$ cat src/hw/rtl/kmp_ram.sv
// ----------------------------------------------------------------------------
// kmp_ram
// Generic RAM: one write port, two read ports with registered read data.
// ----------------------------------------------------------------------------
module kmp_ram #(
  parameter int WIDTH = 16,
  parameter int DEPTH = 256,
  localparam int AW   = $clog2(DEPTH)
) (
  input  logic             clk,
  input  logic             we,
  input  logic [AW-1:0]    waddr,
  input  logic [WIDTH-1:0] wdata,
  input  logic [AW-1:0]    raddr_a,
  output logic [WIDTH-1:0] rdata_a,
  input  logic [AW-1:0]    raddr_b,
  output logic [WIDTH-1:0] rdata_b
);

  logic [WIDTH-1:0] mem [DEPTH];

  // Write port
  always_ff @(posedge clk) begin
    if (we) begin
      mem[waddr] <= wdata;
    end
  end

  // Registered reads
  always_ff @(posedge clk) begin
    rdata_a <= mem[raddr_a];
    rdata_b <= mem[raddr_b];
  end

endmodule

$ cat config.mk
export PLATFORM = sky130hd
export DESIGN_NAME = kmp_ram
export DESIGN_NICKNAME = d
export VERILOG_FILES = /design/src/hw/rtl/kmp_ram.sv
export SDC_FILE = /design/constraint.sdc
export NUM_CORES = 2
export LEC_CHECK = 0
export BUFFER_PORTS_ARGS = -buffer_cell sky130_fd_sc_hd__buf_2
export CELL_PAD_IN_SITES_DETAIL_PLACEMENT = 1
export CELL_PAD_IN_SITES_GLOBAL_PLACEMENT = 2
export CORE_ASPECT_RATIO = 1.25
export CORE_MARGIN = 8
export CORE_UTILIZATION = 40
export CTS_CLUSTER_DIAMETER = 40
export DETAILED_ROUTE_END_ITERATION = 10
export GPL_TIMING_DRIVEN = 0
export PLACE_DENSITY = 0.63
export SLEW_MARGIN = 20
export SYNTH_ARGS = -nofsm -noshare
export SYNTH_HDL_FRONTEND = slang
export SYNTH_SLANG_ARGS = --single-unit
export TNS_END_PERCENT = 30
$ cat constraint.sdc
create_clock -name clk -period 3.47 [get_ports clk]
set_clock_uncertainty 0.1 [all_clocks]
set_input_delay 0.694 -clock clk [delete_from_list [all_inputs] [get_ports clk]]
set_output_delay 0.694 -clock clk [all_outputs]
set_load 0.01 [all_outputs]
; Yosys cells after proc, flatten, opt, wreduce, memory -nomap -nowiden
; Memories as Yosys holds them, arrays and structs flattened. A register that Yosys moved wholly into a read port is not among the register bits.
; Index checks and enable logic that the tools add are counted.
; W data, S select, Z words.
[op_classes]
mux = 2
[op_table]
columns = op, count
row1 = $mux W1, 2
[word_totals]
mem_bits_rw = 4096
inputBits = 42
wordCells = 3
ff_bits = 0
mem_count = 1
output_inout_bits = 32
[memory_table]
columns = memory, depth, word_bits, read_ports, rd_clocked_by_memory_dff, wr, line
row1 = mem, 256, 16, 2, 2, 1, 20  ; logic [WIDTH-1:0] mem [DEPTH];

; Longest topological paths before layout
[depth]
depth_word = 2
ltp_mapped = 13

; Worst setup path before layout
; OpenSTA, ideal clock, no wires.
[synth_timing]
kind = input port to flip-flop
start = in raddr_b[0]
end = reg rdata_b[10] (read register of mem)
path_slack_ns = 0.410
arrival_ns = 2.831
path_stages = 8
t_required_ns = 3.241
cell_sequence = buf_4 buf_1 mux4_2 mux4_2 a22oi_1 nand2_1 o31ai_1 nor3_1
[synth_rtl]
columns = item, line
row1 = from (decl), 16  ; input logic [AW-1:0] raddr_b,
row2 = to (decl), 17  ; output logic [WIDTH-1:0] rdata_b

==> results by group <==
Cells and area
  • Share of final-layout standard cells stronger than drive strength 1: 38.0%
  • Filler Cells Inserted: ~43,000
  • Commonest cells after routing, fill and taps aside: sky130_fd_sc_hd__edfxtp_1 (4,096), sky130_fd_sc_hd__mux4_2 (1,688), sky130_fd_sc_hd__mux2i_1 (1,020)
  • Layout overhead on the synthesized area: 22.4%
  • Number of nets in the finished design: 11,227
  • Finished Layout Cells: ~18,000
  • Final design instance area without fill: between 200,000 and 250,000 um2
  • Leading cell type in the layout, fill and taps excluded: sky130_fd_sc_hd__edfxtp_1

Synthesis
  • Mapped Cells: 10,135
  • Syn. warnings: 0
  • Post-synthesis instance area: 192,000 um2
  • Proportion of netlist area held by the largest area contributor: 64.2%
  • Distinct cells, synth: 59
  • Leading cell types by total area after synthesis: sky130_fd_sc_hd__edfxtp_1 (64%), sky130_fd_sc_hd__mux4_2 (20%), sky130_fd_sc_hd__mux2i_1 (5.3%), sky130_fd_sc_hd__o221ai_1 (1.9%), sky130_fd_sc_hd__o22ai_1 (0.92%)
  • Syn_nets: 10,177
  • Post-synthesis sequential element count: 4,128
  • Number of enable flip-flop cells after synthesis: 4,096
  • Register area share after synthesis: between 60% and 70%
  • Avg Cell Area, Syn: 18.9 um2
  • Largest area contributor in the synthesized netlist: sky130_fd_sc_hd__edfxtp_1
  • FFs w/ async S/R, synth: 0%
  • Synth Flop Type: sky130_fd_sc_hd__edfxtp_1

Route
  • Antenna Nets Post-Route: 0
  • Post-route DRC violation count: 0
  • Average wire per standard cell: 56.7 um
  • Initial DRC count: 21,116
  • Via count: 129,845
  • Final Routed Wirelength: 1030 mm
  • Total iterations of the first detailed-routing run: 5
  • Detailed-route vias per instance: 7.18

Setup path
  • Required time worst endpoint: 4420 ps
  • Worst reg2reg path depth: 6
  • Crit. Startpoint: raddr_b[1]
  • Critical Path Most Common Cell: sky130_fd_sc_hd__clkbuf_1
  • Worst R2R Setup Slack: 140 ps
  • Critical path data arrival time: around 4800 ps
  • Type of destination of the critical path: flop
  • Crit Path Class: in2reg
  • Cell with the largest stage delay on the worst path: sky130_fd_sc_hd__nand4_1
  • Capturing point of the worst reg2reg path: rdata_b[12]
  • Cell Chain, Critical Path: buf_4 -> nand2b_1 -> clkbuf_1 -> clkbuf_2 -> buf_16 -> clkbuf_1 -> o221ai_2 -> o22ai_1 -> o21ai_1 -> nand4_1 -> nor3_4
  • Slowest cell delay on critical path: 800 ps
  • Startpoint class of the critical path: input port
  • Worst reg2reg startpoint: mem[59][12]
  • Max Fanout on Critical Path: 10

Die
  • Number of standard-cell rows in the floorplan: 284
  • Die area: ~500,000 um2
  • Die width: about 640 um
  • Core area: around 480,000 um2
  • Overall die height: 790 um
  • Initial core utilization: between 40% and 50%
  • Top-Level Pins: 74

Pwr
  • Internal power: 98.3 mW
  • Total Power: approximately 130 mW
  • Share of power burned in registers: 41.2%
  • Worst ir drop on vdd: ~0.00053 V
  • Net switching fraction of the power: 26.4%
  • Total power per unit cell area: 570 nW/um2
  • Psw: 35.3 mW
  • Portion of total power attributed to combinational logic: 10.0%
  • Leakage power total: between 70 and 80 nW
  • Clock network fraction of design power: 48.7%

Job
  • Number of max-cap violations: 0

Clocking
  • Number of buffers created by CTS: 602
  • Deepest level of the CTS H-tree: 6
  • Number of sinks on the clock net: 4,128
  • Reg clk slew, reported paths: 60 ps
  • Clock tree from TritonCTS: built
  • Maximum clock insertion buffer count: 4
  • Clock Root Buffer: sky130_fd_sc_hd__clkbuf_16
  • Latest clock arrival within the worst-skew pair: 1150 ps

Placement
  • Number of port buffers: 60
  • Cell Count Post-Placement: ~17,000
  • Cell area reported after detailed placement: 210,000 um2
  • Post-detailed-placement half-perimeter wirelength: 760 mm
  • Weighted congestion at the end of routability-driven global placement: slightly above 1

GRT
  • Remaining global-route overflow: 0
  • Pin count of the biggest net entering global routing: 129
  • Wire length of the first global-routing pass: 1310 mm
  • GRT Resource Usage Total: 39.8%
  • Vias in the first global route: 128,559
  • Antenna violations before repair: 138

Timing
  • Final Hold Fails: 0
  • Final worst-path cycle share: 110%
  • Final critical-path required period: 3830 ps
  • Final setup violating endpoints: 32
  • Sum of negative setup slack: -6590 ps
  • Maximum operating frequency: 261 MHz
  • Unrepaired setup endpoints after global routing: true
  • Slew at the pin with the worst max-slew slack: 1320 ps
  • Setup slack of the critical path after layout: -356 ps
  • Max transition margin: 11.9%
  • Max Transition Viols Final: 0

Min path
  • Hold Crit Class: in2reg
  • Terminating pin of the worst hold path: mem[251][14]
  • HP Start: waddr[1]
  • Instance count along the most critical hold path: 3

Run status
  • Result of the run: complete, but fails checks
  • Violations in the final reports: negative setup slack
-- worst max-delay path by stage --
stage	endpoint	slack, ps
global placement	rdata_b[2]	-5420
detailed placement	rdata_a[5]	-3570
CTS	rdata_b[8]	-80
floorplan	rdata_b[10]	410
global route	rdata_b[4]	-140
finish	rdata_b[4]	-360
-- cells by family (layout without fill, tap and decap cells) --
kind of cell           count (synthesis)  count (layout)  share of synthesized area (%)
AO/OA/AOI/OAI                       1414            1414                           5.40
buffers and inverters                856            2410                           2.47
flip-flops                          4128            4128                           64.5
multiplexers                        2709            2709                           25.2
other                                  0             109                              0
AND/OR/NAND/NOR                     1028            1028                           2.43
-- synthesized netlist by cell type (15+ instances only) --
master                      count
sky130_fd_sc_hd__o221ai_1     418
sky130_fd_sc_hd__o22ai_1      281
sky130_fd_sc_hd__nor3_1       185
sky130_fd_sc_hd__edfxtp_1    4096
sky130_fd_sc_hd__a22o_1        55
sky130_fd_sc_hd__a211oi_1      22
sky130_fd_sc_hd__nor2_1       355
sky130_fd_sc_hd__buf_8         15
sky130_fd_sc_hd__a211o_1       26
sky130_fd_sc_hd__a21oi_1      210
sky130_fd_sc_hd__mux2i_1     1021
sky130_fd_sc_hd__buf_6         92
sky130_fd_sc_hd__nand2_1      257
sky130_fd_sc_hd__buf_1        102
sky130_fd_sc_hd__buf_4        100
sky130_fd_sc_hd__a2111oi_0     38
sky130_fd_sc_hd__o211ai_1      59
sky130_fd_sc_hd__nor4_1        38
sky130_fd_sc_hd__dfxtp_1       32
sky130_fd_sc_hd__mux4_2      1688
sky130_fd_sc_hd__o21ai_0       74
sky130_fd_sc_hd__nand3_1       83
sky130_fd_sc_hd__clkbuf_1     382
sky130_fd_sc_hd__a221oi_1      48
sky130_fd_sc_hd__and3_1        18
sky130_fd_sc_hd__o31ai_1       27
sky130_fd_sc_hd__a22oi_1      119
sky130_fd_sc_hd__nand4_1       30
sky130_fd_sc_hd__buf_2        153
-- metrics by stage --
step / hold WS (ps) / util (%) / setup slack [ps]
3_5_place_dp: 971 / 43.9 / -3570
3_3_place_gp: 996 / 41.8 / -5420
4_1_cts: 318 / 48.9 / -78.8
6_report: 377 / 49.1 / -356
5_1_grt: 373 / 49.0 / -139
2_1_floorplan: 693 / - / 410
-- flip-flops by register name, summed over array words and instances (netlist names) --
| signal | flops |
|---|---|
| mem | 4096 |
| rdata_b | 16 |
| rdata_a | 16 |
-- area by class of cell --
class	instances	area, um2	share of cell area [%]
clock buffer	680	15600	6.66
clock inverter	428	5450	2.32
inverter	6	25.0	0.0107
timing repair buffer	450	7950	3.39
tap	6292	7870	3.36
antenna	109	273	0.116
buffer	846	6080	2.59
multi-input combinational	5151	67600	28.8
sequential	4128	124000	52.7
-- power by group through the flow --
stage | registers [mW] | logic (mW) | clock network (mW)
global placement | 56.3 | 11.6 | 0
detailed placement | 56.1 | 12.4 | 0
finish | 55.1 | 13.4 | 65.1
floorplan | 56.1 | 5.12 | 0
global route | 55.1 | 13.1 | 66.8
CTS | 55.1 | 12.8 | 65.1
-- critical path, delay by kind of cell --
| family | cells | cell delay (ps) |
|---|---|---|
| AND/OR/NAND/NOR | 3 | 1530 |
| buffers and inverters | 5 | 1470 |
| AO/OA/AOI/OAI | 3 | 980 |
-- what timing repair did --
item | CTS | global route
setup endpoints to repair | 32 | 32
hold endpoints to repair | 717 | 0
resized for setup | 690 | 211
pin swaps | 40 | 24
buffers inserted | 8 | 11
hold buffers | 16 | 0
-- routing by layer --
layer / vias up / track usage [%] / routed length, um
met4: 30 / 36.6 / 114000
met1: 70510 / 46.3 / 344000
met3: 2868 / 10.4 / 107000
met5: - / 0 / 175
li1: 46482 / - / -
met2: 9955 / 60.3 / 460000
Power figures use the tool's default switching activity.
