### config.mk
export PLATFORM = sky130hd
export DESIGN_NAME = kmp_seq
export DESIGN_NICKNAME = d
export VERILOG_FILES = /design/src/hw/rtl/kmp_pkg.sv /design/src/hw/rtl/kmp_seq.sv
export SDC_FILE = /design/constraint.sdc
export NUM_CORES = 1
export LEC_CHECK = 0
export ABC_AREA = 1
export BUFFER_PORTS_ARGS = -buffer_cell sky130_fd_sc_hd__buf_2
export CAP_MARGIN = 15
export CORE_ASPECT_RATIO = 1.4
export CORE_MARGIN = 1
export CORE_UTILIZATION = 58
export DETAILED_ROUTE_END_ITERATION = 8
export GPL_ROUTABILITY_DRIVEN = 0
export PLACE_DENSITY_LB_ADDON = 0.1
export SLEW_MARGIN = 5
export SYNTH_ARGS = -nofsm -noshare
export SYNTH_HDL_FRONTEND = slang
export SYNTH_SLANG_ARGS = --single-unit
### constraint.sdc
create_clock -name clk -period 4.09 [get_ports clk]
set_clock_uncertainty 0.15 [all_clocks]
set_input_delay 0.2045 -clock clk [delete_from_list [all_inputs] [get_ports clk]]
set_output_delay 0.2045 -clock clk [all_outputs]
set_load 0.01 [all_outputs]
### src/hw/rtl/kmp_pkg.sv
// ----------------------------------------------------------------------------
// kmp_pkg
// Types and constants shared by the KMP substring search unit.
// ----------------------------------------------------------------------------
package kmp_pkg;

  // Pattern/table store geometry: index 0 is never used
  localparam int STORE_DEPTH = 256;
  localparam int ADDR_W      = 8;
  localparam int CHAR_W      = 8;
  localparam int POS_W       = 16;
  localparam int ENTRY_W     = 2 * CHAR_W;
  localparam int LEN_MAX     = STORE_DEPTH - 1;

  // Command op codes
  localparam logic OP_PATTERN = 1'b0;
  localparam logic OP_TEXT    = 1'b1;

  // One input item
  typedef struct packed {
    logic              op;
    logic [CHAR_W-1:0] data_byte;
    logic              last_text;
  } cmd_t;

  // One result item
  typedef struct packed {
    logic             found;
    logic [POS_W-1:0] position;
  } result_t;

  // Store entry: pattern byte in the upper half, nextval link in the lower
  typedef struct packed {
    logic [CHAR_W-1:0] pat;
    logic [CHAR_W-1:0] link;
  } entry_t;

  // Store access from the sequencer
  typedef struct packed {
    logic              we;
    logic [ADDR_W-1:0] waddr;
    entry_t            wdata;
    logic [ADDR_W-1:0] raddr_a;
    logic [ADDR_W-1:0] raddr_b;
  } mem_req_t;

  // Sequencer states
  typedef enum logic [3:0] {
    S_IDLE,
    S_BINIT0,
    S_BINIT1,
    S_BCHK,
    S_BCMP,
    S_BADV,
    S_TISSUE,
    S_TCMP
  } state_t;

endpackage

### src/hw/rtl/kmp_seq.sv
// ----------------------------------------------------------------------------
// kmp_seq
// Sequencer: pattern load, nextval table build and KMP text matching,
// all through the shared pattern/link store.
// ----------------------------------------------------------------------------
module kmp_seq #(
  parameter int MAX_PATTERN = 255
) (
  input  logic                     clk,
  input  logic                     rst,
  input  logic                     start,
  input  kmp_pkg::cmd_t            cmd,
  input  logic [kmp_pkg::POS_W-1:0] first_pos,
  output logic                     busy,
  output logic                     result_valid,
  output kmp_pkg::result_t         result,
  output kmp_pkg::mem_req_t        mem_req,
  input  kmp_pkg::entry_t          rdata_a,
  input  kmp_pkg::entry_t          rdata_b
);
  import kmp_pkg::*;

  // Pattern length cap, never beyond the store
  localparam logic [ADDR_W-1:0] CAP =
    (MAX_PATTERN > LEN_MAX) ? ADDR_W'(LEN_MAX) : ADDR_W'(MAX_PATTERN);
  localparam logic [POS_W-1:0] POS_SAT = {POS_W{1'b1}};

  state_t              state, state_next;
  logic [ADDR_W-1:0]   pattern_len, pattern_len_next;
  logic [ADDR_W:0]     match_len, match_len_next;
  logic [POS_W-1:0]    text_pos, text_pos_next;
  logic                table_ready, table_ready_next;
  logic                search_done, search_done_next;
  logic [CHAR_W-1:0]   cur_byte, cur_byte_next;
  logic                cur_last, cur_last_next;
  logic [ADDR_W-1:0]   bi, bi_next;
  logic [ADDR_W-1:0]   bj, bj_next;
  logic                result_valid_next;
  result_t             result_next;
  logic                new_pattern;
  logic [ADDR_W-1:0]   len_base;

  assign busy        = (state != S_IDLE);
  assign new_pattern = table_ready || search_done;
  assign len_base    = new_pattern ? '0 : pattern_len;

  // Control registers
  always_ff @(posedge clk) begin
    if (rst) begin
      state        <= S_IDLE;
      pattern_len  <= '0;
      match_len    <= (ADDR_W+1)'(1);
      text_pos     <= '0;
      table_ready  <= 1'b0;
      search_done  <= 1'b0;
      result_valid <= 1'b0;
    end else begin
      state        <= state_next;
      pattern_len  <= pattern_len_next;
      match_len    <= match_len_next;
      text_pos     <= text_pos_next;
      table_ready  <= table_ready_next;
      search_done  <= search_done_next;
      result_valid <= result_valid_next;
    end
  end

  // Payload registers
  always_ff @(posedge clk) begin
    cur_byte <= cur_byte_next;
    cur_last <= cur_last_next;
    bi       <= bi_next;
    bj       <= bj_next;
    result   <= result_next;
  end

  // Next state, store access and results
  always_comb begin
    logic [ADDR_W:0] m_step;
    logic            have_step;
    logic            hit;
    logic            fin;
    logic [POS_W-1:0] hit_pos;

    m_step            = '0;
    have_step         = 1'b0;
    hit               = 1'b0;
    fin               = 1'b0;
    hit_pos           = '0;
    state_next        = state;
    pattern_len_next  = pattern_len;
    match_len_next    = match_len;
    text_pos_next     = text_pos;
    table_ready_next  = table_ready;
    search_done_next  = search_done;
    cur_byte_next     = cur_byte;
    cur_last_next     = cur_last;
    bi_next           = bi;
    bj_next           = bj;
    result_valid_next = 1'b0;
    result_next       = result;
    mem_req           = '0;
    mem_req.raddr_a   = match_len[ADDR_W-1:0];
    mem_req.raddr_b   = bj;

    case (state)
      S_IDLE: begin
        if (start) begin
          if (cmd.op == OP_PATTERN) begin
            // append, restarting the pattern after a build or a match
            if (new_pattern) begin
              table_ready_next = 1'b0;
              search_done_next = 1'b0;
              match_len_next   = (ADDR_W+1)'(1);
              text_pos_next    = '0;
            end
            pattern_len_next = len_base;
            if (len_base < CAP) begin
              pattern_len_next  = len_base + 1'b1;
              mem_req.we        = 1'b1;
              mem_req.waddr     = len_base + 1'b1;
              mem_req.wdata.pat = cmd.data_byte;
            end
          end else if (!search_done) begin
            cur_byte_next = cmd.data_byte;
            cur_last_next = cmd.last_text;
            if (text_pos != POS_SAT) begin
              text_pos_next = text_pos + 1'b1;
            end
            // store read at match_len is already issued
            state_next = table_ready ? S_TCMP : S_BINIT0;
          end
        end
      end

      // link of entry 1 is zero; keep its pattern byte
      S_BINIT0: begin
        mem_req.raddr_a = ADDR_W'(1);
        state_next      = S_BINIT1;
      end

      S_BINIT1: begin
        mem_req.we         = 1'b1;
        mem_req.waddr      = ADDR_W'(1);
        mem_req.wdata.pat  = rdata_a.pat;
        mem_req.wdata.link = '0;
        bi_next            = ADDR_W'(1);
        bj_next            = '0;
        state_next         = S_BCHK;
      end

      S_BCHK: begin
        if (bi >= pattern_len) begin
          table_ready_next = 1'b1;
          state_next       = S_TISSUE;
        end else if (bj == '0) begin
          bi_next         = bi + 1'b1;
          bj_next         = ADDR_W'(1);
          mem_req.raddr_a = bi + 1'b1;
          mem_req.raddr_b = ADDR_W'(1);
          state_next      = S_BADV;
        end else begin
          mem_req.raddr_a = bi;
          mem_req.raddr_b = bj;
          state_next      = S_BCMP;
        end
      end

      S_BCMP: begin
        if (rdata_a.pat == rdata_b.pat) begin
          bi_next         = bi + 1'b1;
          bj_next         = bj + 1'b1;
          mem_req.raddr_a = bi + 1'b1;
          mem_req.raddr_b = bj + 1'b1;
          state_next      = S_BADV;
        end else begin
          bj_next    = rdata_b.link;
          state_next = S_BCHK;
        end
      end

      // nextval: skip the link when it leads to the same byte
      S_BADV: begin
        mem_req.we         = 1'b1;
        mem_req.waddr      = bi;
        mem_req.wdata.pat  = rdata_a.pat;
        mem_req.wdata.link = (rdata_a.pat != rdata_b.pat) ? bj : rdata_b.link;
        state_next         = S_BCHK;
      end

      S_TISSUE: begin
        state_next = S_TCMP;
      end

      S_TCMP: begin
        if (text_pos < first_pos) begin
          fin = 1'b1;
        end else if (pattern_len == '0) begin
          hit     = 1'b1;
          hit_pos = text_pos;
        end else if (rdata_a.pat == cur_byte) begin
          m_step    = match_len + 1'b1;
          have_step = 1'b1;
        end else if (rdata_a.link == '0) begin
          m_step    = (ADDR_W+1)'(1);
          have_step = 1'b1;
        end else begin
          // follow the failure link, read issued now
          match_len_next  = {1'b0, rdata_a.link};
          mem_req.raddr_a = rdata_a.link;
        end

        if (have_step) begin
          match_len_next = m_step;
          if (m_step > {1'b0, pattern_len}) begin
            hit     = 1'b1;
            hit_pos = text_pos + 1'b1 - POS_W'(pattern_len);
          end else begin
            fin = 1'b1;
          end
        end

        if (hit) begin
          search_done_next  = 1'b1;
          result_valid_next = 1'b1;
          result_next       = '{found: 1'b1, position: hit_pos};
          state_next        = S_IDLE;
        end else if (fin) begin
          state_next = S_IDLE;
          if (cur_last) begin
            result_valid_next = 1'b1;
            result_next       = '{found: 1'b0, position: '0};
            text_pos_next     = '0;
            match_len_next    = (ADDR_W+1)'(1);
          end
        end
      end

      default: begin
        state_next = S_IDLE;
      end
    endcase
  end

  // Results only come out of the compare step
  a_result_src: assert property (@(posedge clk) disable iff (rst)
    result_valid |-> $past(state == S_TCMP))
    else $error("result without a compare step");

  // Compare step never runs on an unbuilt table
  a_tcmp_ready: assert property (@(posedge clk) disable iff (rst)
    (state == S_TCMP) |-> table_ready)
    else $error("text compare before table build");

  // Next compare index is never zero
  a_match_nz: assert property (@(posedge clk) disable iff (rst)
    match_len != '0)
    else $error("match index zero");

  // Build prefix index stays behind the scan index
  a_build_order: assert property (@(posedge clk) disable iff (rst)
    (state == S_BCHK) |-> (bj < bi))
    else $error("build index order broken");

  // A match is only cleared by a pattern item
  a_done_clear: assert property (@(posedge clk) disable iff (rst)
    (!$past(rst) && $fell(search_done)) |->
      $past(start && !busy && (cmd.op == OP_PATTERN)))
    else $error("search_done cleared without a pattern item");

endmodule

## After elaboration in Yosys (flattened, before gate mapping)

Index checks and enable logic that the tools add are counted.

| storage, ports and cells | value |
|---|---|
| bits in registers | 82 |
| bits in latches | 0 |
| bits in writable memories | 0 |
| ROM bits | 0 |
| bits of input ports | 61 |
| output and inout bits | 60 |
| logic and storage cells | 169 |
| memories | 0 |

| operators by class | value |
|---|---|
| add/subtract/negate cells | 6 |
| multiply operators | 0 |
| div/mod/pow operators | 0 |
| $lt $le $gt $ge | 4 |
| eq/ne operators | 28 |
| shift operators | 0 |
| mux-type cells | 92 |
| bitwise operators | 3 |
| reduce and logical (&&, ||, !) cells | 23 |

Operator list:

| operator | count |
|---|---|
| $mux W16 | 16 |
| $mux W9 | 15 |
| $mux W8 | 14 |
| $mux W17 | 5 |
| $pmux W17 S3 | 1 |
| $pmux W8 S3 | 2 |
| $pmux W16 S2 | 1 |
| $pmux W8 S4 | 1 |
| $pmux W4 S7 | 1 |
| $ne A2 B2 Y1 const B | 13 |
| $add A8 B1 Y8 const B | 3 |
| $logic_not A8 Y1 | 3 |
| $mux W1 | 24 |
| $mux W4 | 6 |
| $pmux W9 S2 | 1 |
| $add A16 B1 Y16 const B | 1 |
| $eq A4 B3 Y1 const B | 4 |
| $eq A8 B8 Y1 | 2 |
| $lt A16 B16 Y1 | 1 |
| $ne A16 B16 Y1 const B | 1 |
| $pmux W8 S2 | 1 |
| $reduce_and A4 Y1 | 4 |
| $sub A16 B8 Y16 | 1 |
| $ne A3 B3 Y1 const B | 4 |
| other kinds (19) | 31 |

## Longest topological paths before layout

| depth | value |
|---|---|
| depth in word-level cells | 13 |
| gate-level depth with buffers | 26 |
| depth with buffers taken out | 26 |

## Worst setup path before layout

No wires, ideal clock.

| timing | value |
|---|---|
| path kind | register to register |
| start | register text_pos[11] |
| end | register result[0] (netlist bit) (enable) |
| setup time | 0.369 ns |
| arrival | 3.105 ns |
| path slack | 0.467 ns |
| cell stages (with the launch flop) | 23 |
| buffers on the path | 2 |
| clock period less this slack | 3.623 ns |
| cells stage by stage | dfxtp_1 ha_1 nand2_1 inv_1 nand2_1 a31oi_1 nor2_1 nand2_1 clkbuf_1 nand4_1 inv_1 ha_1 nand2_1 nor3_1 o21ai_0 nand2_1 nand2_1 nand2_1 nand3_1 buf_2 nand3_1 nand3_1 inv_1 |

| between the ends | value |
|---|---|
| word-level cells in the longest chain between the ends | 9 |

Ends and longest elaborated chain:

| what | RTL line | text |
|---|---|---|
| start, declared | kmp_seq.sv:31 | `logic [POS_W-1:0] text_pos, text_pos_next;` |
| start signal, assigned | kmp_seq.sv:61 | `text_pos <= text_pos_next;` |
| $lt A16 B16 Y1 * | kmp_seq.sv:196 | `if (text_pos < first_pos) begin` |
| $mux W9 | kmp_seq.sv:196 |  |
| $mux W9 | kmp_seq.sv:106 | `case (state)` |
| $gt A9 B8 Y1 | kmp_seq.sv:215 | `if (m_step > {1'b0, pattern_len}) begin` |
| $mux W1 | kmp_seq.sv:215 |  |
| $mux W1 | kmp_seq.sv:213 | `if (have_step) begin` |
| $mux W1 | kmp_seq.sv:106 |  |
| $reduce_bool A2 Y1 (no line) | -- |  |
| $reduce_and A3 Y1 (no line) * | -- |  |
| end signal, assigned | kmp_seq.sv:74 | `result <= result_next;` |
| end, declared | kmp_seq.sv:16 | `output kmp_pkg::result_t result,` |

Mark *: on every way between the ends. The rest lies on a longest branch, timed or not. The select of a mux whose other input is x is not followed.
A chain may end at the register's enable or synchronous reset.

## Worst setup path after layout

| timing | value |
|---|---|
| start | register pattern_len[1] |
| end | register result[12] (netlist bit) (enable) |

| between the ends | value |
|---|---|
| word-level cells in the longest chain between the ends | 10 |

Ends and longest elaborated chain:

| what | RTL line | text |
|---|---|---|
| start, declared | kmp_seq.sv:29 | `logic [ADDR_W-1:0] pattern_len, pattern_len_next;` |
| start signal, assigned | kmp_seq.sv:59 | `pattern_len <= pattern_len_next;` |
| $logic_not A8 Y1 | kmp_seq.sv:198 | `end else if (pattern_len == '0) begin` |
| $mux W9 | kmp_seq.sv:198 |  |
| $mux W9 | kmp_seq.sv:196 |  |
| $mux W9 | kmp_seq.sv:106 |  |
| $gt A9 B8 Y1 | kmp_seq.sv:215 |  |
| $mux W1 | kmp_seq.sv:215 |  |
| $mux W1 | kmp_seq.sv:213 |  |
| $mux W1 | kmp_seq.sv:106 |  |
| $reduce_bool A2 Y1 (no line) | -- |  |
| $reduce_and A3 Y1 (no line) * | -- |  |

Marked as above.

==> impl_metrics.toml <==
[status]
status = "finished, final reports clean"

[route]
vias_per_cell = 5.52
drt-total-wl_mm = 20.3
num_vias = 7425
drt-wirelength-per-cell_um = 15.1
drt-initial-drc-count = 507
dr.pass1.iters = 5
drc = 0
ant_nets = 0

[global_routing]
antenna_found_initial = 0
grt.total_usage = 0.330
overflow = 0
grt_max_degree = 29
grt_pass1_vias = 6861
grt_pass1_wl_mm = 32.1

[timing]
setup_viol = 0
fin_ws_ps = 268
slew_violations = 0
period_share = 0.934
whs_ps = 33.1
finalCriticalPeriod_ps = 3820
setup_tns_ps = 0
hold_viol = 0
slew-limit-headroom = 0.464
worst_pin_slew_ps = 805
rsz0062_at_grt = "no"
max_freq_mhz = 262

[synth]
synth.distinct_cells = 45
synthCells = 1054
yosysTopAreaCell = "edfxtp_1"
yosysSeqAreaShare = 0.292
synth_ff_type = "edfxtp_1"
synth_area_per_cell_um2 = 6.63
syn-num-nets = 1161
synth-edff-count = 42
ys_ff_latch = 81
netlist_area_um2 = 6990
yosysWarnings = 0
yosys-top-cells-area = "edfxtp_1, nand2_1, dfxtp_1"
synth_top_area_frac = 0.180
postSynth.asyncResetShare = 0

[floorplanning]
rows = 47
dieArea_um2 = 12500
die_h_um = 132
core_area_um2 = 11800
io_pins = 121
start_util = 0.595
die_w_um = 94.8

[setup_path]
crit_fanout = 13
critPathLaunchType = "register"
cp.arrival_ps = 3730
worst_setup_path_end_kind = "register"
path_class = "reg2reg"
rr_worst_depth = 21
required_ps = 4000

[cts]
post_cts_resize_count = 0
clk_latency_ps = 340
cts_tree = "yes"
clk_path_buf_depth = 2
cts_made_buffers = 9
clk_pin_slew_ps = 60
postCtsSetupBuffers = 0
root_buffer = "clkbuf_16"
cts.sinks = 81
htreeDepth = 3

[power_and_ir_drop]
leakage_nw = 4.10
power_density_nw_per_um2 = 310
irDropWorstVdd_mv = 0.231

[placement]
dp_hpwl_mm = 15.8
dp.cells = 1316
io_buffers = 120
dpl_worst_slack_ps = 361

[min_path]
hp-class = "in2reg"
hold_depth = 3

[final_layout]
mostFrequentLayoutCells = "nand2_1, inv_1, nor2_1, buf_2, a21oi_1"
final_common_cell = "nand2_1"
final_util = 0.698
instances_no_fill = 1345
ff_latch_area_um2 = 2040
diodes = 0
syn_to_final_growth_pct = 17.5
drive_gt1_frac = 0.154
multi_input_area_um2 = 4290
fill_cells = 1064
nets = 1300

[flow_run]
maxCapViolCount = 0
==> per-stage QoR <==
stage / total power, mW / instance area [um^2]
floorplan: 1.56 / 6990
global placement: 1.75 / 7810
detailed placement: 1.76 / 7810
CTS: 2.54 / 8210
global route: 2.69 / 8210
finish: 2.55 / 8210
==> area by class of cell <==
class / instances / share of cell area
inverters: 153 / 0.0699
repair buffers: 147 / 0.103
multi-input cells: 801 / 0.522
clock buffers: 12 / 0.0300
clock inverters: 4 / 0.00350
well taps: 147 / 0.0224
flip-flops and latches: 81 / 0.249
==> synthesized netlist by cell type (4+ instances only) <==
master and count:
nand2_1 299, inv_1 146, nor2_1 120, a21oi_1 61
o21ai_0 60, nand3_1 54, ha_1 45, edfxtp_1 42
dfxtp_1 39, xor2_1 26, nand4_1 23, nor3_1 13
clkbuf_1 12, xnor2_1 12, nand3b_1 9, o211ai_1 9
or2_2 9, o2111ai_1 8, o22ai_1 8, inv_2 7
buf_2 6, nor2_4 4, o21bai_1 4, o31ai_1 4
==> kinds of logic (layout without fill, tap and decap cells) <==
family                   count (synthesis)  count (layout)  synth area share
flip-flops                              81              81             0.292
AO/OA/AOI/OAI                          167             167             0.138
adder cells (fa/ha/maj)                 46              46            0.0834
XOR/XNOR                                38              38            0.0476
AND/OR/NAND/NOR                        550             550             0.344
buffers and inverters                  172             316            0.0945
==> flip-flops by register name, summed over array words and instances, names as in the netlist, 3 cells and up <==
register,flops
bi,8
bj,8
cur_byte,8
match_len,9
pattern_len,8
result,17
state,3
text_pos,16
==> worst max-delay path: stages, from the launching register on <==
cell and delay [ps]:
dfxtp_1 310, inv_1 210, nand4_1 190, nor2_4 300, inv_2 170, nand3_2 160
inv_1 90, nand2_1 150, or2_2 150, inv_1 40, ha_1 280, nand2_1 70
nor3_1 150, o21ai_0 120, nand2_1 70, nand2_1 90, nand2_1 80, nand3_1 80
nand3_1 80, nand3_1 80, inv_1 330, buf_12 190
==> final timing paths <==
check,from,to,slack [ps]
setup / recovery,pattern_len[1],result[12],270
hold reg to reg,pattern_len[1],pattern_len[1],320
hold / removal,rdata_b[1],bj[1],30
setup reg to reg,pattern_len[1],result[12],270
==> routing by layer <==
metal  global-route usage  routed length (um)  up-vias
li1                     -                   -     3736
met1                0.348                7600     3340
met2                0.608               10700      284
met3               0.0467                1040       65
met4                0.180                 931        0
met5                    0                   0        -
==> report_power, final <==
group	leakage (nW)	internal [mW]	total, mW	switching (mW)
clock	0.129	0.430	0.781	0.351
sequential	0.715	0.898	0.951	0.0529
combinational	3.26	0.297	0.817	0.520
==> repair_timing <==
item / 4_1_cts / 5_1_grt
endpoints found under the hold margin: 13 / 0
endpoints found under the setup margin: 0 / 1
hold buffers: 13 / 0
Note: power is estimated with default switching activity, not from simulation.
